$ cat src/rtl/mrt_pkg.sv
// Shared types, sizes and codes of the memory region table.
package mrt_pkg;

  localparam int ENTRIES    = 16;
  localparam int ADDR_BITS  = 48;
  localparam int KIND_COUNT = 6;

  localparam int FIELD_W = 48;
  localparam int KIND_W  = 3;
  localparam int OWNER_W = 8;
  localparam int MODE_W  = 2;
  localparam int INDEX_W = 4;
  localparam int STAT_W  = 3;
  localparam int COUNT_W = 5;

  localparam int IDX_W   = $clog2(ENTRIES);
  localparam int USED_W  = $clog2(ENTRIES + 1);
  localparam int CMP_W   = 10;
  localparam int SUM_W   = FIELD_W + 1;

  localparam logic [FIELD_W-1:0] ADDR_MASK = FIELD_W'((65'(1) << ADDR_BITS) - 65'(1));
  localparam logic [64:0] ADDR_LIMIT = 65'(1) << ADDR_BITS;

  localparam logic [MODE_W-1:0] MODE_ADD   = 2'd0;
  localparam logic [MODE_W-1:0] MODE_SPLIT = 2'd1;
  localparam logic [MODE_W-1:0] MODE_READ  = 2'd2;

  localparam logic [STAT_W-1:0] ST_OK      = 3'd0;
  localparam logic [STAT_W-1:0] ST_BADARG  = 3'd1;
  localparam logic [STAT_W-1:0] ST_OVERLAP = 3'd2;
  localparam logic [STAT_W-1:0] ST_FULL    = 3'd3;
  localparam logic [STAT_W-1:0] ST_NOCONT  = 3'd4;
  localparam logic [STAT_W-1:0] ST_SHAPE   = 3'd5;
  localparam logic [STAT_W-1:0] ST_INDEX   = 3'd6;

  typedef struct packed {
    logic [FIELD_W-1:0] base;
    logic [FIELD_W-1:0] length;
    logic [KIND_W-1:0]  kind;
    logic [OWNER_W-1:0] owner;
  } entry_t;

endpackage

$ cat src/rtl/mrt_cell.sv
// One table cell: holds a single region entry, shifts from its neighbor or takes a write.
module mrt_cell (
  input  logic            clk_i,
  input  logic            shift_i,
  input  mrt_pkg::entry_t shift_data_i,
  input  logic            wr_en_i,
  input  mrt_pkg::entry_t wr_data_i,
  output mrt_pkg::entry_t entry_o
);

  mrt_pkg::entry_t entry_q;

  // write wins; shift only while the ring rotates
  always_ff @(posedge clk_i) begin
    if (wr_en_i) begin
      entry_q <= wr_data_i;
    end else if (shift_i) begin
      entry_q <= shift_data_i;
    end
  end

  assign entry_o = entry_q;

endmodule

$ cat config.mk
export PLATFORM = sky130hd
export DESIGN_NAME = mrt_cell
export DESIGN_NICKNAME = d
export VERILOG_FILES = /design/src/rtl/mrt_pkg.sv /design/src/rtl/mrt_cell.sv
export SDC_FILE = /design/constraint.sdc
export NUM_CORES = 1
export LEC_CHECK = 0
export BUFFER_PORTS_ARGS = -buffer_cell sky130_fd_sc_hd__buf_2
export CORE_AREA = 2 2 125 127
export CTS_CLUSTER_DIAMETER = 60
export DETAILED_ROUTE_END_ITERATION = 6
export DIE_AREA = 0 0 127 129
export GPL_TIMING_DRIVEN = 0
export SKIP_LAST_GASP = 1
export SYNTH_ARGS = -nofsm -noshare
export SYNTH_HDL_FRONTEND = slang
export SYNTH_SLANG_ARGS = --single-unit
$ cat constraint.sdc
create_clock -name clk_i -period 5.8 [get_ports clk_i]
set_clock_uncertainty 0.2 [all_clocks]
set_input_delay 0.58 -clock clk_i [delete_from_list [all_inputs] [get_ports clk_i]]
set_output_delay 0.58 -clock clk_i [all_outputs]
set_load 0.02 [all_outputs]
**Word level (Yosys, flattened, before mapping)**

Cells that the tools add are included.
W data, S select, Z words.

- Register bits: 107
- Latch bits: 0
- Memory bits (writable): 0
- Bits in read-only memories: 0
- Input bits: 217
- Output and inout bits: 107
- Word-level logic and storage cells: 7
- Memories kept: 0

- Add/subtract/negate cells: 0
- Multipliers: 0
- Divide/modulo/power cells: 0
- $lt $le $gt $ge: 0
- Equal/unequal tests: 0
- Shift operators: 0
- Muxes and demuxes: 2
- Bitwise logic cells: 0
- Reductions and logical operators: 1

Operator list:

| kind | number |
|---|---|
| $mux W107 | 2 |
| $reduce_bool A2 Y1 | 1 |

**Depth between registers and ports, before layout**

- Depth in word-level cells: 2
- Gate-level depth with buffers: 4

**Worst setup path before layout**

OpenSTA, ideal clock, no wires.

- Kind: input -> register
- From: in wr_en_i
- To: reg entry_q, in the netlist entry_o[0], enable pin
- Library setup time: 0.473 ns
- Arrival: 3.348 ns
- Data required time: 5.127 ns
- Path slack: 1.779 ns
- Cell stages on the path: 4
- Path buffers: 3
- Path through: buf_6 > buf_6 > buf_6 > or2_1

- Longest elaborated chain between the ends: 1

Ends and longest elaborated chain:

| element | RTL line | RTL |
|---|---|---|
| start, declared | mrt_cell.sv:6 | `input logic wr_en_i,` |
| $reduce_bool A2 Y1 (no line) | - |  |
| end signal, assigned | mrt_cell.sv:16 | `entry_q <= wr_data_i;` |
| end signal, assigned | mrt_cell.sv:18 | `entry_q <= shift_data_i;` |
| end, declared | mrt_cell.sv:11 | `mrt_pkg::entry_t entry_q;` |

Every way passes these cells.
A chain may end at the register's enable or synchronous reset.

**Final worst setup path**

- From: in wr_en_i
- To: reg entry_q, in the netlist entry_o[39], enable pin

Same word-level chain as after synthesis.

==> run metrics <==
status=finished, final reports clean; number of routed nets with antenna violations=0; Vias/cell=4.38; cell taking the most area after synthesis=edfxtp_1; Yosys cell types=6; top cells by area, synth=edfxtp_1, mux2_2, mux2_4, buf_6, buf_2; crit-path cells=buf_6 > buf_6 > buf_6 > or2_4 > buf_16; Max-slew headroom=49.9%; final hold slack=0.336 ns; clock buffer depth=2; Mapped Area=0.00458 mm²; Crit path max-delay family=buffers and inverters; Setup TNS=0 ns; WS Path Type=in -> reg; initial antenna violation count=0; initial DRC count=115; CTS root buf=clkbuf_16; Crit Path Max Fanout=55; Syn Nets=444; Data arrival, critical path=2.09 ns; Post-CTS Hold Fix Bufs=0; Worst Max-Slew Pin Slew=0.752 ns; First-pass DRT Iterations=4; CTS tree=built; f_max=438 MHz; clock transition at the registers of the reported paths=0.07 ns; Hold Crit Depth=2; GP Congestion=0.763; total number of cells along the worst setup path=5; slowest CP cell=or2_4; die area=0.0164 mm²; number of global-route vias before repair=3330; total gr overflow=0; kind of start point of the critical path=input port; RSZ-0062 raised after global routing=no; post-CTS setup buffer count=0; Top cell by count, worst path=buf_6; Final period util=39.4%; Max VDD drop=0.163 mV; FP Rows=45; routed wire length=11800 µm; post-DP HPWL=9410 µm; top cell type's share of synthesized area=70.1%; share of cells above drive strength 1=80.7%; syn avg cell area=20.2 µm²; Chip Height=129 µm; final slew viol count=0; largest net degree at the start of global routing=56; Largest register FFs=107; Starting Density=30.6%; critical hold path startpoint=wr_data_i[100]; final hold violation count=0; Worst Hold Class=in -> reg; Synth Instances=227; required time of the critical path=5.61 ns; yosys warns=0; Setup violations, final=0; PwrDens=294 mW/mm²; worst-case hold path end point=entry_o[100]$_DFFE_PP_; CP Buf/Inv Count=4; Core ar.=0.0150 mm²; sequential area share after synthesis=70.1%; Final Critical Period=2.28 ns; area added between synthesis and finish=47.7%; die span in x=127 µm; MaxCap Viol Count=0; DRC=0; Ports=324; WL per Instance=15.7 µm; global-route wire length before repair=16900 µm; critical path's largest stage delay=0.62 ns; Buffers on Ports=322; Crit. End Element=register; H-tree depth=3; Pleak=3.08 nW; n_diodes=0; CTS Buf Count=9; commonest non-fill, non-tap cells in the layout=buf_2, edfxtp_1, mux2_2; nets=778; via count=3295; GRT Util Overall=13.8%; most common cell after layout, fill and taps aside=buf_2; post-CTS resize count=0; clock sinks=107; synthesized flop and latch total=107
-- metrics by stage --
stage	total power [mW]	util, %	setup WS, ns	std cells	cell area, µm²
floorplan	1.20	-	1.78	227	4580
global placement	1.37	42.9	0.759	737	6430
detailed placement	1.37	43.1	3.11	738	6460
CTS	2.02	45.2	3.49	753	6760
global route	2.07	45.2	3.41	753	6760
finish	1.99	45.2	3.52	753	6760
-- cells by family after synthesis --
kind of cell,after synthesis,share of synthesized area (%)
multiplexers,107,27.9
buffers and inverters,12,1.86
flip-flops,107,70.1
AND/OR/NAND/NOR,1,0.137
-- layout make-up --
| class | instances | area, µm² |
|---|---|---|
| multi-input combinational | 108 | 1280 |
| sequential | 107 | 3210 |
| tap | 188 | 235 |
| clock buffer | 10 | 229 |
| clock inverter | 5 | 77.6 |
| buffer | 12 | 85.1 |
| fill | 1381 | 8210 |
| timing repair buffer | 323 | 1640 |
-- layer usage --
layer / global-route usage [%] / part of all wire (%) / wire length, µm
met1: 15.3 / 36 / 4300
met2: 23.9 / 51 / 5980
met3: 4.53 / 10 / 1230
met4: 6.72 / 2.6 / 305
met5: 0 / 0 / 0
-- report_power, final --
part,leakage [nW],internal (mW),switching [mW]
clock,0.150,0.376,0.263
sequential,1.09,0.949,0.0194
combinational,1.84,0.170,0.210
-- worst max path at each step --
stage / from / endpoint
finish: wr_en_i / entry_o[39]$_DFFE_PP_
global route: wr_en_i / entry_o[39]$_DFFE_PP_
CTS: wr_en_i / entry_o[39]$_DFFE_PP_
detailed placement: wr_en_i / entry_o[16]$_DFFE_PP_
global placement: wr_en_i / entry_o[37]$_DFFE_PP_
floorplan: wr_en_i / entry_o[0]$_DFFE_PP_
-- Yosys cell counts --
cell type,n
buf_6,4
edfxtp_1,107
mux2_2,88
buf_2,8
mux2_4,19
or2_1,1
Note: power is estimated with default switching activity, not from simulation.
